`config.mk`:
```
export PLATFORM = sky130hd
export DESIGN_NAME = ubdlc_front
export DESIGN_NICKNAME = d
export VERILOG_FILES = /design/src/hdl/uart_baud_divisor_and_line_control_core_assert.svh /design/src/hdl/ubdlc_pkg.sv /design/src/hdl/ubdlc_front.sv
export SDC_FILE = /design/constraint.sdc
export NUM_CORES = 1
export LEC_CHECK = 0
export BUFFER_PORTS_ARGS = -buffer_cell sky130_fd_sc_hd__clkbuf_2
export CORE_MARGIN = 2
export CORE_UTILIZATION = 42
export CTS_CLUSTER_DIAMETER = 150
export DETAILED_ROUTE_END_ITERATION = 16
export PLACE_DENSITY = 0.78
export SLEW_MARGIN = 20
export SYNTH_ARGS = -nofsm -noshare
export SYNTH_HDL_FRONTEND = slang
export SYNTH_SLANG_ARGS = --single-unit
```
`constraint.sdc`:
```
create_clock -name i_clk -period 6.55 [get_ports i_clk]
set_input_delay 0.3275 -clock i_clk [delete_from_list [all_inputs] [get_ports i_clk]]
set_output_delay 0.3275 -clock i_clk [all_outputs]
set_load 0.02 [all_outputs]
```
`src/hdl/uart_baud_divisor_and_line_control_core_assert.svh`:
```
// Assertion macros shared by the line-setting core.
`ifndef UART_BAUD_DIVISOR_AND_LINE_CONTROL_CORE_ASSERT_SVH
`define UART_BAUD_DIVISOR_AND_LINE_CONTROL_CORE_ASSERT_SVH

// Same-cycle implication, checked out of reset.
`define UBDLC_ASSERT_SAME(lbl, pre, post) \
    lbl: assert property (@(posedge i_clk) disable iff (!i_rst_n) (pre) |-> (post)) \
        else $error("ubdlc assertion failed");

// Next-cycle implication, checked out of reset.
`define UBDLC_ASSERT_NEXT(lbl, pre, post) \
    lbl: assert property (@(posedge i_clk) disable iff (!i_rst_n) (pre) |=> (post)) \
        else $error("ubdlc assertion failed");

`endif

```
`src/hdl/ubdlc_pkg.sv`:
```
`timescale 1ns / 1ps
`default_nettype none
package ubdlc_pkg;

    localparam int unsigned BAUD_W  = 24;
    localparam int unsigned CLK_W   = 31;
    localparam int unsigned TOL_W   = 10;
    localparam int unsigned LCR_W   = 8;
    localparam int unsigned DIV_W   = 16;

    localparam logic [CLK_W-1:0] CLOCK_RESET = 31'd1843200;
    localparam logic [TOL_W-1:0] TOL_RESET   = 10'd30;
    localparam logic [10:0]      ERR_SCALE   = 11'd2000;

    localparam logic REG_CLOCK = 1'b0;
    localparam logic REG_TOL   = 1'b1;

    typedef struct packed {
        logic [BAUD_W-1:0] baud_rate;
        logic [3:0]        data_bits;
        logic [1:0]        stop_bits;
        logic [2:0]        parity_code;
    } t_req;

    typedef struct packed {
        logic [LCR_W-1:0] line_control;
        logic [DIV_W-1:0] divisor_value;
        logic             load_divisor;
        logic             status;
    } t_result;

    typedef struct packed {
        logic [BAUD_W-1:0] baud;
        logic [LCR_W-1:0]  lcr;
    } t_job;

endpackage
`default_nettype wire

```
`src/hdl/ubdlc_front.sv`:
```
`timescale 1ns / 1ps
`default_nettype none
module ubdlc_front (
    input  wire logic          i_clk,
    input  wire logic          i_rst_n,
    input  wire logic          i_start,
    input  wire ubdlc_pkg::t_req i_req,
    input  wire logic          i_fifo_ready,
    output logic               o_busy,
    output logic               o_push,
    output ubdlc_pkg::t_job    o_job
);
    import ubdlc_pkg::*;

    logic r_vld;
    t_job r_job;
    t_job n_job;
    logic accept;

    assign o_busy = r_vld && !i_fifo_ready;
    assign accept = i_start && !o_busy;

    always_comb begin
        n_job.baud = i_req.baud_rate;
        n_job.lcr  = '0;
        if (i_req.data_bits >= 4'd8) begin
            n_job.lcr[1:0] = 2'd3;
        end else if (i_req.data_bits == 4'd7) begin
            n_job.lcr[1:0] = 2'd2;
        end else if (i_req.data_bits == 4'd6) begin
            n_job.lcr[1:0] = 2'd1;
        end else begin
            n_job.lcr[1:0] = 2'd0;
        end
        n_job.lcr[2]   = (i_req.stop_bits > 2'd1);
        n_job.lcr[5:3] = i_req.parity_code;
    end

    always_ff @(posedge i_clk) begin
        if (!i_rst_n) begin
            r_vld <= 1'b0;
        end else if (accept) begin
            r_vld <= 1'b1;
        end else if (i_fifo_ready) begin
            r_vld <= 1'b0;
        end
    end

    always_ff @(posedge i_clk) begin
        if (accept) begin
            r_job <= n_job;
        end
    end

    assign o_push = r_vld && i_fifo_ready;
    assign o_job  = r_job;

endmodule
`default_nettype wire

```
==> impl_results.rst <==
.. list-table::
   :header-rows: 1

   * - Metric
     - Value
   * - Net count of the finished layout
     - 152
   * - Yosys warnings
     - 0
   * - Origin of the critical flop-to-flop path
     - r_vld
   * - Syn Area/Cell
     - 23.74 sq um
   * - Number of ports placed on the die boundary
     - 71
   * - Worst endpoint required time
     - 6.22 ns
   * - Maxcap violations
     - 0
   * - Hold Crit Depth
     - 1
   * - Placer congestion estimate
     - 0.6327
   * - Share of the synthesized area in the top cell type
     - 90.34%
   * - Commonest cells after routing, fill and taps aside
     - sky130_fd_sc_hd__clkbuf_2, sky130_fd_sc_hd__edfxtp_1, sky130_fd_sc_hd__clkbuf_4, sky130_fd_sc_hd__conb_1
   * - Synthesis-to-layout area growth
     - 41.28%
   * - Clock input transition at the sequential cells of the worst setup and hold paths
     - 0.09 ns
   * - Leak pwr
     - 0.6385 nW
   * - Number of nets with antenna violations after detailed routing
     - 0
   * - CTS tree
     - done
   * - Number of placement rows
     - 17
   * - Antenna diode instance count
     - 0
   * - Port Buffers
     - 67
   * - Clk sink count
     - 31
   * - Aggregate routed wire length
     - 1646 um
   * - Antenna violations before repair
     - 0
   * - Utilization after layout
     - 63.08%
   * - Hold Path Sink
     - o_job[29]
   * - Final setup violation count
     - 0
   * - Area of the die
     - 0.002780 sq mm
   * - Count of distinct cell types in the synthesized netlist
     - 12
   * - Final Max Slew Viols
     - 0
   * - Final Hold Viols
     - 0
   * - Final worst path period share
     - 20.11%
   * - Setup CP Type
     - flop to output pin
   * - First-pass GRT wire length
     - 2463 um
   * - Core Area
     - 0.002233 sq mm
   * - Result of the run
     - finished, final reports clean
   * - Total global-route track usage
     - 13.77%
   * - Ranking of synthesized cells by area
     - sky130_fd_sc_hd__edfxtp_1, sky130_fd_sc_hd__dfxtp_1, sky130_fd_sc_hd__buf_4
   * - Critical hold path startpoint
     - i_req[30]
   * - Vias in the first global route
     - 618
   * - Routed len/inst
     - 11.51 um
   * - Starting density of the core
     - 44.65%
   * - Fraction of final layout cells sized beyond drive strength 1
     - 66.96%
   * - Signal arrival time at the worst endpoint
     - 0.99 ns
   * - Maximum number of buffers from clock root to sink
     - 2
   * - Internal reg-to-reg setup slack
     - 5.34 ns
   * - Dominant cell type by area after synthesis
     - sky130_fd_sc_hd__edfxtp_1
   * - Post-CTS Setup Inserts
     - 0
   * - Sequential cell area fraction in the yosys report
     - 92.35%
   * - Later-pin clock latency in the skew report
     - 0.31 ns
   * - Deepest level of the CTS H-tree
     - 2
   * - DR vias
     - 628
   * - Type of destination of the critical path
     - output pin
   * - Drt drc
     - 0
   * - Fmax
     - 759.2 MHz
   * - Residual overflow from global routing
     - 0
   * - Number of hold buffers added after CTS
     - 0
   * - Unrepaired setup endpoints after global routing
     - no
   * - Post-route minimum period
     - 1.317 ns
   * - Number of flip-flops and latches in the synthesized netlist
     - 31
   * - Leading cell type in the layout, fill and taps excluded
     - sky130_fd_sc_hd__clkbuf_2
   * - Type of element launching the critical path
     - flop
   * - Maximum number of pins on one net before global-route repair
     - 31
   * - DR pass1 iterations
     - 2
   * - Number of DRC violations after detailed-routing iteration 0
     - 10
   * - Die H
     - 52.73 um
   * - Post-Route Setup TNS
     - 0 ns
   * - Cell area power density
     - 263.4 mW/mm^2
   * - Reg2Reg Depth
     - 3
   * - Worst voltage drop across the vdd grid
     - 197.5 uV
   * - Path type of the worst min-delay path
     - input pin to flop
   * - Syn Std Cell Area
     - 997.2 sq um
   * - Maximum fanout encountered on the critical timing path
     - 3
   * - CTS root buffer
     - sky130_fd_sc_hd__clkbuf_4
   * - Worst-case clock skew
     - 0.007058 ns
   * - Horizontal die dimension
     - 52.73 um
   * - Routed vias/inst
     - 4.392
   * - CTS-repair resized insts
     - 0
   * - Number of standard cells after synthesis
     - 42
   * - Number of CTS-inserted buffers
     - 5
   * - Critical R2R Capture
     - o_job[24]
area by class of cell:
class / instances / area [sq um]
timing repair buffer: 68 / 342.8
sequential: 31 / 920.9
fill: 171 / 824.5
tap: 28 / 35.03
clock buffer: 5 / 37.54
clock inverter: 2 / 8.758
multi-input combinational: 9 / 63.81
kinds of logic after synthesis:
| family | Yosys count | share of synthesized area [%] |
|---|---|---|
| AOI/OAI and AO/OA | 3 | 2.385 |
| buffers and inverters | 3 | 1.881 |
| and+or+nand+nor | 4 | 3.011 |
| DFF | 31 | 92.35 |
| other | 1 | 0.3761 |
where the power goes:
part           internal [mW]  total, mW  leakage (nW)  switching (mW)
sequential             0.231      0.234         0.298         0.00273
combinational         0.0165     0.0439         0.312          0.0274
clock                 0.0379     0.0934        0.0285          0.0555
worst max path at each step:
stage	start	to	slack, ns	depth (start not counted)
after detailed placement	i_fifo_ready	o_job[23]	5.27	4
after global placement	i_fifo_ready	o_job[26]	5.30	4
final	r_vld	o_busy	5.23	2
after CTS	r_vld	o_busy	5.20	2
after floorplan	r_vld	o_job[0]	4.32	2
after global routing	r_vld	o_busy	5.15	2
metrics by stage:
| stage | instance area (sq um) | hold WS (ns) | instances | setup WS (ns) | power, mW |
|---|---|---|---|---|---|
| global route | 1409 | 0.1460 | 143 | 5.155 | 0.3898 |
| CTS | 1409 | 0.1628 | 143 | 5.200 | 0.3769 |
| detailed placement | 1363 | 0.5061 | 136 | 5.271 | 0.2829 |
| global placement | 1363 | 0.5048 | 136 | 5.296 | 0.2815 |
| floorplan | 1001 | 0.4264 | 43 | 4.323 | 0.2617 |
| finish | 1409 | 0.1812 | 143 | 5.233 | 0.3711 |
metal layers:
metal | routed length [um] | share of wire, % | GRT usage, % | up-vias
met1 | 524 | 32 | 12.65 | 276
met2 | 826 | 50 | 21.04 | 49
li1 | - | - | - | 299
met5 | 0 | 0 | 0 | -
met3 | 264 | 16 | 11.14 | 4
met4 | 31 | 1.9 | 7.692 | 0
state kept, by name, indices dropped and copies added (netlist names):
name and flops:
o_job 30, r_vld 1
synthesized netlist by cell type:
cell type	number
sky130_fd_sc_hd__edfxtp_1	30
sky130_fd_sc_hd__buf_4	2
sky130_fd_sc_hd__a31o_2	1
sky130_fd_sc_hd__and2_1	1
sky130_fd_sc_hd__clkbuf_1	1
sky130_fd_sc_hd__conb_1	1
sky130_fd_sc_hd__dfxtp_1	1
sky130_fd_sc_hd__nand2_1	1
sky130_fd_sc_hd__nor2b_1	1
sky130_fd_sc_hd__nor2b_4	1
sky130_fd_sc_hd__o21a_1	1
sky130_fd_sc_hd__o21bai_1	1
critical path: stages, from the launching register on:
cell and delay, ns:
sky130_fd_sc_hd__dfxtp_1 0.33, sky130_fd_sc_hd__nor2b_4 0.16, sky130_fd_sc_hd__clkbuf_2 0.18
No activity file was read; power rests on OpenSTA's default activity.
