$ cat src/hdl/uart_baud_divisor_and_line_control_core_assert.svh
// Assertion macros shared by the line-setting core.
`ifndef UART_BAUD_DIVISOR_AND_LINE_CONTROL_CORE_ASSERT_SVH
`define UART_BAUD_DIVISOR_AND_LINE_CONTROL_CORE_ASSERT_SVH

// Same-cycle implication, checked out of reset.
`define UBDLC_ASSERT_SAME(lbl, pre, post) \
    lbl: assert property (@(posedge i_clk) disable iff (!i_rst_n) (pre) |-> (post)) \
        else $error("ubdlc assertion failed");

// Next-cycle implication, checked out of reset.
`define UBDLC_ASSERT_NEXT(lbl, pre, post) \
    lbl: assert property (@(posedge i_clk) disable iff (!i_rst_n) (pre) |=> (post)) \
        else $error("ubdlc assertion failed");

`endif

$ cat src/hdl/ubdlc_pkg.sv
`timescale 1ns / 1ps
`default_nettype none
package ubdlc_pkg;

    localparam int unsigned BAUD_W  = 24;
    localparam int unsigned CLK_W   = 31;
    localparam int unsigned TOL_W   = 10;
    localparam int unsigned LCR_W   = 8;
    localparam int unsigned DIV_W   = 16;

    localparam logic [CLK_W-1:0] CLOCK_RESET = 31'd1843200;
    localparam logic [TOL_W-1:0] TOL_RESET   = 10'd30;
    localparam logic [10:0]      ERR_SCALE   = 11'd2000;

    localparam logic REG_CLOCK = 1'b0;
    localparam logic REG_TOL   = 1'b1;

    typedef struct packed {
        logic [BAUD_W-1:0] baud_rate;
        logic [3:0]        data_bits;
        logic [1:0]        stop_bits;
        logic [2:0]        parity_code;
    } t_req;

    typedef struct packed {
        logic [LCR_W-1:0] line_control;
        logic [DIV_W-1:0] divisor_value;
        logic             load_divisor;
        logic             status;
    } t_result;

    typedef struct packed {
        logic [BAUD_W-1:0] baud;
        logic [LCR_W-1:0]  lcr;
    } t_job;

endpackage
`default_nettype wire

$ cat src/hdl/ubdlc_fifo.sv
`timescale 1ns / 1ps
`default_nettype none
module ubdlc_fifo (
    input  wire logic            i_clk,
    input  wire logic            i_rst_n,
    input  wire logic            i_push,
    input  wire ubdlc_pkg::t_job i_job,
    output logic                 o_ready,
    output logic                 o_valid,
    output ubdlc_pkg::t_job      o_job
);
    import ubdlc_pkg::*;

    t_job       r_mem [0:1];
    logic       r_wp;
    logic       r_rp;
    logic [1:0] r_cnt;
    logic       push;
    logic       pop;

    assign o_ready = (r_cnt != 2'd2);
    assign o_valid = (r_cnt != 2'd0);
    assign push    = i_push && o_ready;
    assign pop     = o_valid;
    assign o_job   = r_mem[r_rp];

    always_ff @(posedge i_clk) begin
        if (push) begin
            r_mem[r_wp] <= i_job;
        end
    end

    always_ff @(posedge i_clk) begin
        if (!i_rst_n) begin
            r_wp  <= 1'b0;
            r_rp  <= 1'b0;
            r_cnt <= 2'd0;
        end else begin
            if (push) begin
                r_wp <= ~r_wp;
            end
            if (pop) begin
                r_rp <= ~r_rp;
            end
            r_cnt <= r_cnt + {1'b0, push} - {1'b0, pop};
        end
    end

endmodule
`default_nettype wire

$ cat config.mk
export PLATFORM = sky130hd
export DESIGN_NAME = ubdlc_fifo
export DESIGN_NICKNAME = d
export VERILOG_FILES = /design/src/hdl/uart_baud_divisor_and_line_control_core_assert.svh /design/src/hdl/ubdlc_pkg.sv /design/src/hdl/ubdlc_fifo.sv
export SDC_FILE = /design/constraint.sdc
export NUM_CORES = 1
export LEC_CHECK = 0
export ABC_AREA = 1
export BUFFER_PORTS_ARGS = -buffer_cell sky130_fd_sc_hd__buf_4
export CAP_MARGIN = 10
export CORE_UTILIZATION = 25
export DETAILED_ROUTE_END_ITERATION = 7
export GPL_TIMING_DRIVEN = 1
export HOLD_SLACK_MARGIN = 0.06
export RECOVER_POWER = 100
export SETUP_SLACK_MARGIN = 0.5
export SYNTH_ARGS = -nofsm -noshare
export SYNTH_HDL_FRONTEND = slang
export SYNTH_SLANG_ARGS = --single-unit
$ cat constraint.sdc
create_clock -name i_clk -period 3.6 [get_ports i_clk]
set_clock_uncertainty 0.1 [all_clocks]
set_input_delay 0.9 -clock i_clk [delete_from_list [all_inputs] [get_ports i_clk]]
set_output_delay 0.9 -clock i_clk [all_outputs]
set_load 0.01 [all_outputs]
==> results by group, run 1 <==
Status
  • Status: finished, violations left
  • Failing checks: capacitance limit, slew limit

Global routing
  • Global-route wire length before repair: 6.76 mm
  • Vias in the first global route: 1330
  • All-Layer GR Usage: 8.65%
  • Largest net degree at the start of global routing: 33
  • Remaining global-route overflow: 0
  • Initial antenna violation count: 0

Place
  • Gpl congestion: 0.629
  • Port Buffers: 68
  • Placed cell areas: 0.00329 mm^2
  • Place WS: 1040 ps
  • Hpwl dp: 2.82 mm

Critical path
  • Most used cell, CP: buf_4
  • Worst EP required: 2600 ps
  • Worst Setup End Kind: output pin
  • Worst setup SP type: register
  • Worst Path Arrival: 1920 ps
  • CP max FO: 22
  • CP Cell Sequence: buf_4 > mux2_1 > buf_4
  • CP Class: register to output pin
  • Slowest-stage cell, CP: dfxtp_1
  • Flop2flop setup slack: 950 ps
  • Crit path largest cell delay: 640 ps

Route
  • DR top layer: met4
  • Met2 WL: 2.20 mm
  • Routed wire length: 4.49 mm
  • Routed vias: 1318
  • Routed len/inst: 13.1 um
  • Remaining DRCs: 0
  • Antenna viol nets, final: 0
  • Initial DRC Count: 55
  • Vias/cell: 3.85
  • Metal-1 WL: 1.90 mm
  • Drt first pass iters: 4
  • WL met3: 324 um

Timing
  • Max-slew violation count: 33
  • Unrepaired setup endpoints after global routing: false
  • Hold Fails Final Rpt: 0
  • Setup violation total in the final timing report: 0
  • PnR worst setup slack: 676 ps
  • Minimum clock period: 2920 ps
  • Fmax: 342 MHz
  • Slew @ Worst Pin: 1970 ps
  • Final Cycle Share: 81.2%
  • TNS Setup: 0 ps
  • Slew headroom: -31.2%

Synthesis
  • Synth top area share: 72.6%
  • Post-synthesis cell count: 124
  • Mean Syn Cell Area: 21.4 um^2
  • Post-Synthesis Cell Area: 0.00265 mm^2
  • Ys Warns: 0
  • Leading area contributor after synthesis: edfxtp_1
  • FF+latch count, synth: 69
  • Synth area leaders: edfxtp_1, mux2_4, dfxtp_1
  • Seq/Total Area, Yosys: 76.4%
  • Synthesized net count: 159
  • Synth unique cells: 14

Layout
  • Layout cells sized above 1: 34.0%
  • Register area: 0.00202 mm^2
  • Footprint of the multi-input gates: 433 um^2
  • Commonest non-fill, non-tap cell in the layout: edfxtp_1
  • Fin nets: 237
  • Most frequent cells in the layout: edfxtp_1, buf_4, mux2_1
  • Antenna Cells: 0
  • Fill cells: 1054
  • Final Util: 31.7%
  • Layout area overhead: 23.2%
  • Design Area, Final: 0.00326 mm^2

CTS
  • Worst skew pair latency: 330 ps
  • CTS Buf Count: 9
  • # hold bufs at CTS: 0
  • CTS tree: built
  • CTS resizes: 0
  • Clock buffer depth: 2
  • Clock slew seen by the registers of the worst setup and hold paths: 70 ps
  • Post-CTS Setup Bufs: 0
  • Root Buffer: clkbuf_8
  • Clock Sinks: 69
  • H-tree Lvls: 3

Floorplan
  • FP Rows: 37
  • Die width: 105 um
  • Die H: 105 um
  • Core ar.: 0.0103 mm^2
  • Die Area: 0.0110 mm^2
  • I/O pin total: 69
  • Initial Util: 25.8%

Flow run
  • Max cap viols: 1

Pwr
  • VDD IR-drop max: 166 uV
  • P per Cell Area: 490 mW/mm^2
  • Total Power: 1.60 mW
  • Leakage: 1.18 nW

Hold path
  • Worst hold path type: register to register
## logic make-up (layout without fill, tap and decap cells)
logic type	Yosys count	after routing	share of synthesized area, %
buffers and inverters	9	91	3.40
AO/OA/AOI/OAI	4	4	0.851
multiplexers	32	32	17.9
flip-flops	69	69	76.4
AND/OR/NAND/NOR	10	10	1.51
## power by group
group	switching, mW	internal, mW
sequential	0.0115	0.924
clock	0.261	0.242
combinational	0.0791	0.0812
total	0.352	1.25
## area by class of cell
type | count | share of cell area, %
Tap cell | 136 | 5.22
Multi-Input combinational cell | 46 | 13.3
Clock inverter | 3 | 0.422
Clock buffer | 12 | 4.14
Inverter | 5 | 0.575
Timing Repair Buffer | 71 | 14.4
Sequential cell | 69 | 62.0
## state kept, by name, indices dropped and copies added (netlist names), named ones only
name / cells
r_rp: 1
r_wp: 1
r_cnt: 2
r_mem: 64
## final timing paths
path                        from                      to  depth (start not counted)
max reg2reg  r_cnt[0]$_SDFF_PN0_  r_mem[1][28]$_DFFE_PP_                          5
min          r_cnt[0]$_SDFF_PN0_     r_cnt[1]$_SDFF_PN0_                          2
min reg2reg  r_cnt[0]$_SDFF_PN0_     r_cnt[1]$_SDFF_PN0_                          2
max                     register                o_job[5]                          3
## per-stage QoR
| stage | hold slack (ps) | instances |
|---|---|---|
| 3_3_place_gp | 360 | 327 |
| 4_1_cts | 382 | 342 |
| 5_1_grt | 419 | 342 |
| 3_5_place_dp | 372 | 327 |
| 2_1_floorplan | 349 | 124 |
| 6_report | 384 | 342 |
## routing by layer
metal	vias up	track usage, %
met2	46	14.4
met5	-	0
met3	9	4.24
met4	0	4.83
met1	636	8.86
li1	627	-
## cells in the mapped netlist (all sizes together)
cell and number:
nand2 4, buf 4, o21ai 1, inv 5, nor2 4, a21oi 2
dfxtp 5, mux2 32, nor3 1, edfxtp 64, o21a 1, nand3 1
## worst max-delay path, delay by kind of cell, from the launching register on
kind                   cells  cell delay (ps)
buffers and inverters      2              560
flip-flops                 1              640
multiplexers               1              380
No activity file was read; power rests on OpenSTA's default activity.
==> inputs of run 2 (changes only) <==
--- a/config.mk
+++ b/config.mk
@@ -5,7 +5,7 @@
 export SDC_FILE = /design/constraint.sdc
 export NUM_CORES = 1
 export LEC_CHECK = 0
-export ABC_AREA = 1
+export ABC_AREA = 0
 export BUFFER_PORTS_ARGS = -buffer_cell sky130_fd_sc_hd__buf_4
 export CAP_MARGIN = 10
 export CORE_UTILIZATION = 25
==> constraint.sdc (replaced) <==
create_clock -name i_clk -period 2.9 [get_ports i_clk]
set_clock_uncertainty 0.1 [all_clocks]
set_input_delay 0.725 -clock i_clk [delete_from_list [all_inputs] [get_ports i_clk]]
set_output_delay 0.725 -clock i_clk [all_outputs]
set_load 0.01 [all_outputs]
==> run 2 against run 1 <==
The flow now finishes without violations. Routed wire length increased by 1.6%. Non-clock buffer count increased by 3. Core utilization increased by 1.5 points.
==> results by group, run 2 <==
Status
  • Status: finished, final reports clean

Synthesis
  • Main combinational cell family by area after synthesis: multiplexers
  • Synth area leaders: edfxtp_1, mux2_4, dfxtp_1
  • Mux share of post-synthesis cell area: 18.4%
  • Commonest cells in the netlist: edfxtp_1, mux2_4, dfxtp_1
  • Compound-gate portion of the synthesized area: 0.286%
  • Adder-Cell Fraction of Synth Area: 0%
  • Simple-Gate Fraction of Synth Area: 2.48%
  • Synth top area share: 73.2%
  • Ys Warns: 0
  • Ys flop type: edfxtp_1
  • Synthesized net count: 155
  • Post-synthesis xor/xnor area fraction: 0%
  • Post-synthesis cell count: 120
  • Top-count cell post-synth: edfxtp_1
  • Leading area contributor after synthesis: edfxtp_1
  • Synth unique cells: 14
  • Seq/Total Area, Yosys: 77.0%
  • Mean Syn Cell Area: 21.9 um^2
  • Post-Synthesis Cell Area: 0.00263 mm^2
  • FF+latch count, synth: 69
  • Synth async-reset ratio: 0%
  • Post-synth EDFFs: 64

Hold path
  • Worst hold path type: register to register
  • Cell depth of the worst hold path: 1

Route
  • Remaining DRCs: 0
  • Antenna viol nets, final: 0
  • Routed len/inst: 13.3 um
  • Vias/cell: 3.85
  • Routed vias: 1315
  • Initial DRC Count: 24
  • Routed wire length: 4.56 mm
  • Drt first pass iters: 4

Timing
  • Unrepaired setup endpoints after global routing: false
  • Max-slew violation count: 0
  • Setup violation total in the final timing report: 0
  • Fmax: 415 MHz
  • Slew @ Worst Pin: 1060 ps
  • PnR worst setup slack: 488 ps
  • Slew headroom: 29.0%
  • TNS Setup: 0 ps
  • Minimum clock period: 2410 ps
  • Final Cycle Share: 83.2%
  • Hold Fails Final Rpt: 0

Place
  • Gpl congestion: 0.610
  • Placed cell areas: 0.00332 mm^2
  • Hpwl dp: 3.07 mm
  • Port Buffers: 68
  • Place WS: 802 ps

Critical path
  • Flop2flop setup slack: 760 ps
  • Worst setup SP type: register
  • Worst Path Arrival: 1590 ps
  • CP Class: register to output pin
  • Worst EP required: 2080 ps
  • Worst Setup End Kind: output pin
  • Reg2reg path depth: 3
  • CP max FO: 13

Global routing
  • Largest net degree at the start of global routing: 20
  • Met2 usage in global routing: 12.9%
  • Vias in the first global route: 1354
  • Initial antenna violation count: 1
  • Layer with the highest usage: met2
  • Global-route wire length before repair: 6.90 mm
  • Met3 Use GR: 3.51%
  • GR met1 Demand/Resource: 10.4%
  • Remaining global-route overflow: 0
  • All-Layer GR Usage: 8.77%

Layout
  • Layout area overhead: 29.5%
  • Design Area, Final: 0.00340 mm^2
  • Layout cells sized above 1: 36.4%
  • Largest Register: r_mem
  • Fin nets: 236
  • Top Registers: r_mem (64), r_cnt (2)
  • Antenna Cells: 0
  • Commonest non-fill, non-tap cell in the layout: edfxtp_1
  • Most frequent cells in the layout: edfxtp_1, buf_4, mux2_1
  • Fill cells: 1027
  • Max FFs per register: 64

CTS
  • Clock slew seen by the registers of the worst setup and hold paths: 70 ps
  • Worst skew pair latency: 330 ps
  • CTS Buf Count: 9
  • Root Buffer: clkbuf_8
  • Clock Sinks: 69
  • Clock buffer depth: 2
  • H-tree Lvls: 3
  • CTS tree: built
  • Post-CTS Setup Bufs: 0

Floorplan
  • Initial Util: 25.7%
  • Die width: 104 um
  • FP Rows: 37
  • I/O pin total: 69
  • Die Area: 0.0109 mm^2
  • Die H: 104 um
  • Core ar.: 0.0102 mm^2

Pwr
  • VDD IR-drop max: 244 uV
  • P per Cell Area: 701 mW/mm^2
  • Total Power: 2.38 mW
  • Leakage: 1.24 nW

Flow run
  • Max cap viols: 0
==> run 2: cell types whose count changed after synthesis, moves of 2 or more <==
cell	before	now
and3_1	0	4
inv_1	5	1
buf_12	3	0
buf_6	1	4
nor2_1	4	1
a21oi_1	2	0
nand2b_1	0	2
==> run 2: path summary, 6_finish.rpt <==
check                               end                start
setup / recovery              o_job[12]             register
hold / removal      r_cnt[1]$_SDFF_PN0_  r_cnt[1]$_SDFF_PN0_
setup reg to reg  r_mem[1][5]$_DFFE_PP_  r_cnt[0]$_SDFF_PN0_
hold reg to reg     r_cnt[1]$_SDFF_PN0_  r_cnt[1]$_SDFF_PN0_
==> run 2: logic make-up (layout without fill, tap and decap cells) <==
logic type / count (synthesis) / count (layout)
flops: 69 / 69
mux: 33 / 33
simple gates: 12 / 12
buf+inv: 5 / 91
compound gates: 1 / 1
==> run 2: per-layer routing <==
layer / wire length [um] / vias up
li1: - / 629
met1: 2070 / 626
met3: 298 / 13
met2: 2070 / 45
met4: 112 / 2
met5: 11 / -
==> run 2: area by class of cell <==
cell class / count / area, um^2 / share of cell area, %
repair buffers: 74 / 482 / 14.2
flip-flops and latches: 69 / 2020 / 59.5
clock inverters: 7 / 138 / 4.05
inverters: 1 / 3.75 / 0.110
multi-input cells: 46 / 462 / 13.6
well taps: 136 / 170 / 5.00
clock buffers: 9 / 124 / 3.64
==> run 2: stage by stage <==
| step | hold slack (ps) | util (%) | instances |
|---|---|---|---|
| after global routing | 447 | 33.2 | 342 |
| after CTS | 411 | 35.0 | 342 |
| after floorplan | 366 | - | 120 |
| after detailed placement | 398 | 32.4 | 326 |
| final | 410 | 33.2 | 342 |
| after global placement | 390 | 32.4 | 326 |
==> run 2: repair_timing <==
item | 4_1_cts | 5_1_grt
gates resized for setup | 0 | 1
hold buffers | 0 | 0
setup endpoints to repair | 0 | 1
==> run 2: power breakdown <==
part	switching [mW]	leakage [nW]	internal, mW
sequential	0.0122	0.642	1.15
clock	0.354	0.131	0.655
combinational	0.106	0.472	0.107
==> run 2: critical path, stage by stage, from the launching register on <==
cell	delay [ps]
dfxtp_1	340
clkbuf_2	370
mux2_1	390
buf_4	150
==> inputs of run 3 (changes only) <==
==> constraint.sdc (replaced) <==
create_clock -name i_clk -period 2.24 [get_ports i_clk]
set_clock_uncertainty 0.1 [all_clocks]
set_input_delay 0.56 -clock i_clk [delete_from_list [all_inputs] [get_ports i_clk]]
set_output_delay 0.56 -clock i_clk [all_outputs]
set_load 0.01 [all_outputs]
==> run 3 against run 2 <==
Design area increased by 2.8%. Count of clock-buffer cells in the layout unchanged. Largest cell class unchanged. Clock power decreased by 6%. Critical endpoint is now o_job[24]. Sequential power increased by 30%. Critical path type unchanged. Critical path depth unchanged.
==> results by group, run 3 (synthesized netlist as in run 2, its figures left out) <==
Floorplan
  • Die Area: 0.0109 mm^2
  • I/O pin total: 69
  • Die H: 104 um
  • FP Rows: 37
  • Initial Util: 25.7%
  • Die width: 104 um
  • Core ar.: 0.0102 mm^2

Timing
  • Setup violation total in the final timing report: 0
  • Slew headroom: 40.2%
  • Final Cycle Share: 92.7%
  • Hold Fails Final Rpt: 0
  • Hold Worst Slack: 333 ps
  • Slew @ Worst Pin: 897 ps
  • TNS Setup: 0 ps
  • Unrepaired setup endpoints after global routing: true
  • Minimum clock period: 2080 ps
  • Fmax: 481 MHz
  • Max-slew violation count: 0
  • PnR worst setup slack: 163 ps

Critical path
  • Critical path depth: 3
  • CP top delay family: flip-flops
  • Reg2reg path depth: 4
  • Crit path largest cell delay: 420 ps
  • Worst setup SP type: register
  • CP max FO: 9
  • Worst Setup End Kind: output pin
  • WP buf/inv: 2
  • Worst EP required: 1580 ps
  • CP Cell Sequence: clkbuf_16 > mux2_1 > buf_4
  • Worst Path Arrival: 1420 ps
  • Slowest-stage cell, CP: dfxtp_4
  • CP Class: register to output pin

Pwr
  • P_sw: 602 uW
  • P per Cell Area: 793 mW/mm^2
  • Total Power: 2.77 mW
  • Clock power share: 34.2%
  • Internal: 2.17 mW
  • Sequential share of power: 54.4%
  • Comb pwr share: 11.4%
  • Leakage: 1.29 nW
  • VDD IR-drop max: 221 uV
  • Switching part of the total power: 21.7%

Layout
  • Register area: 0.00203 mm^2
  • Layout cells sized above 1: 43.2%
  • Commonest non-fill, non-tap cell in the layout: edfxtp_1
  • Most frequent cells in the layout: edfxtp_1, clkbuf_4, mux2_1
  • Footprint of the multi-input gates: 478 um^2
  • Largest Register: r_mem
  • Top Registers: r_mem (64), r_cnt (2)
  • Layout Cells excl Fill: 342
  • Design Area, Final: 0.00350 mm^2
  • Fill cells: 1020
  • Layout area overhead: 33.2%
  • Max FFs per register: 64
  • Antenna Cells: 0
  • Fin nets: 236
  • Final Util: 34.2%

Global routing
  • Met3 Use GR: 3.57%
  • Largest net degree at the start of global routing: 33
  • All-Layer GR Usage: 8.29%
  • Vias in the first global route: 1311
  • Layer with the highest usage: met2
  • GR met1 Demand/Resource: 8.73%
  • Remaining global-route overflow: 0
  • Global-route wire length before repair: 6.53 mm
  • Initial antenna violation count: 0
  • Met2 usage in global routing: 13.9%

CTS
  • # hold bufs at CTS: 0
  • Clock slew seen by the registers of the worst setup and hold paths: 70 ps
  • CTS tree: built
  • CTS Buf Count: 9
  • H-tree Lvls: 3
  • Root Buffer: clkbuf_8
  • Worst skew pair latency: 330 ps
  • Clock Sinks: 69
  • Clock buffer depth: 2
  • Post-CTS Setup Bufs: 0

Route
  • Antenna viol nets, final: 0
  • Routed vias: 1310
  • Drt first pass iters: 3
  • Remaining DRCs: 0
  • Routed wire length: 4.42 mm
  • Routed len/inst: 12.9 um
  • Vias/cell: 3.83
  • Initial DRC Count: 34

Place
  • Place WS: 420 ps
  • Gpl congestion: 0.623
  • Placed cell areas: 0.00333 mm^2
  • Port Buffers: 68
  • Placed cell count: 324
  • Hpwl dp: 2.74 mm

Flow run
  • Max cap viols: 0

Hold path
  • Cell depth of the worst hold path: 1
  • Worst hold path type: input pin to register

Status
  • Status: finished, final reports clean
[run 3: layer usage]
| layer | share of wire [%] | wire, um |
|---|---|---|
| met1 | 44 | 1940 |
| met2 | 48 | 2130 |
| met4 | 2.0 | 90 |
| met3 | 5.8 | 256 |
| met5 | 0 | 0 |
[run 3: power by group through the flow]
stage | Combinational, mW | Sequential [mW] | Clock, mW
after floorplan | 0.180 | 1.53 | 0
after global placement | 0.345 | 1.53 | 0
after detailed placement | 0.346 | 1.54 | 0
after CTS | 0.354 | 1.51 | 0.997
after global routing | 0.342 | 1.52 | 1.05
final | 0.316 | 1.51 | 0.948
[run 3: final cells by class]
class | count | share of cell area [%]
sequential | 69 | 57.9
timing repair buffer | 74 | 18.0
multi-input combinational | 46 | 13.7
tap | 136 | 4.87
clock buffer | 9 | 3.54
clock inverter | 7 | 1.90
inverter | 1 | 0.107
[run 3: final timing paths]
check | startpoint | endpoint | slack, ps
setup / recovery | register | o_job[24] | 160
hold / removal | i_job[1] | r_mem[0][1]$_DFFE_PP_ | 330
setup reg to reg | r_cnt[0]$_SDFF_PN0_ | r_mem[0][15]$_DFFE_PP_ | 320
hold reg to reg | r_cnt[1]$_SDFF_PN0_ | r_cnt[1]$_SDFF_PN0_ | 410
[run 3: timing repair]
action	4_1_cts	5_1_grt
pin swaps	1	1
endpoints found under the hold margin	0	0
gates resized for setup	8	18
endpoints found under the setup margin	33	33
cloned	0	2
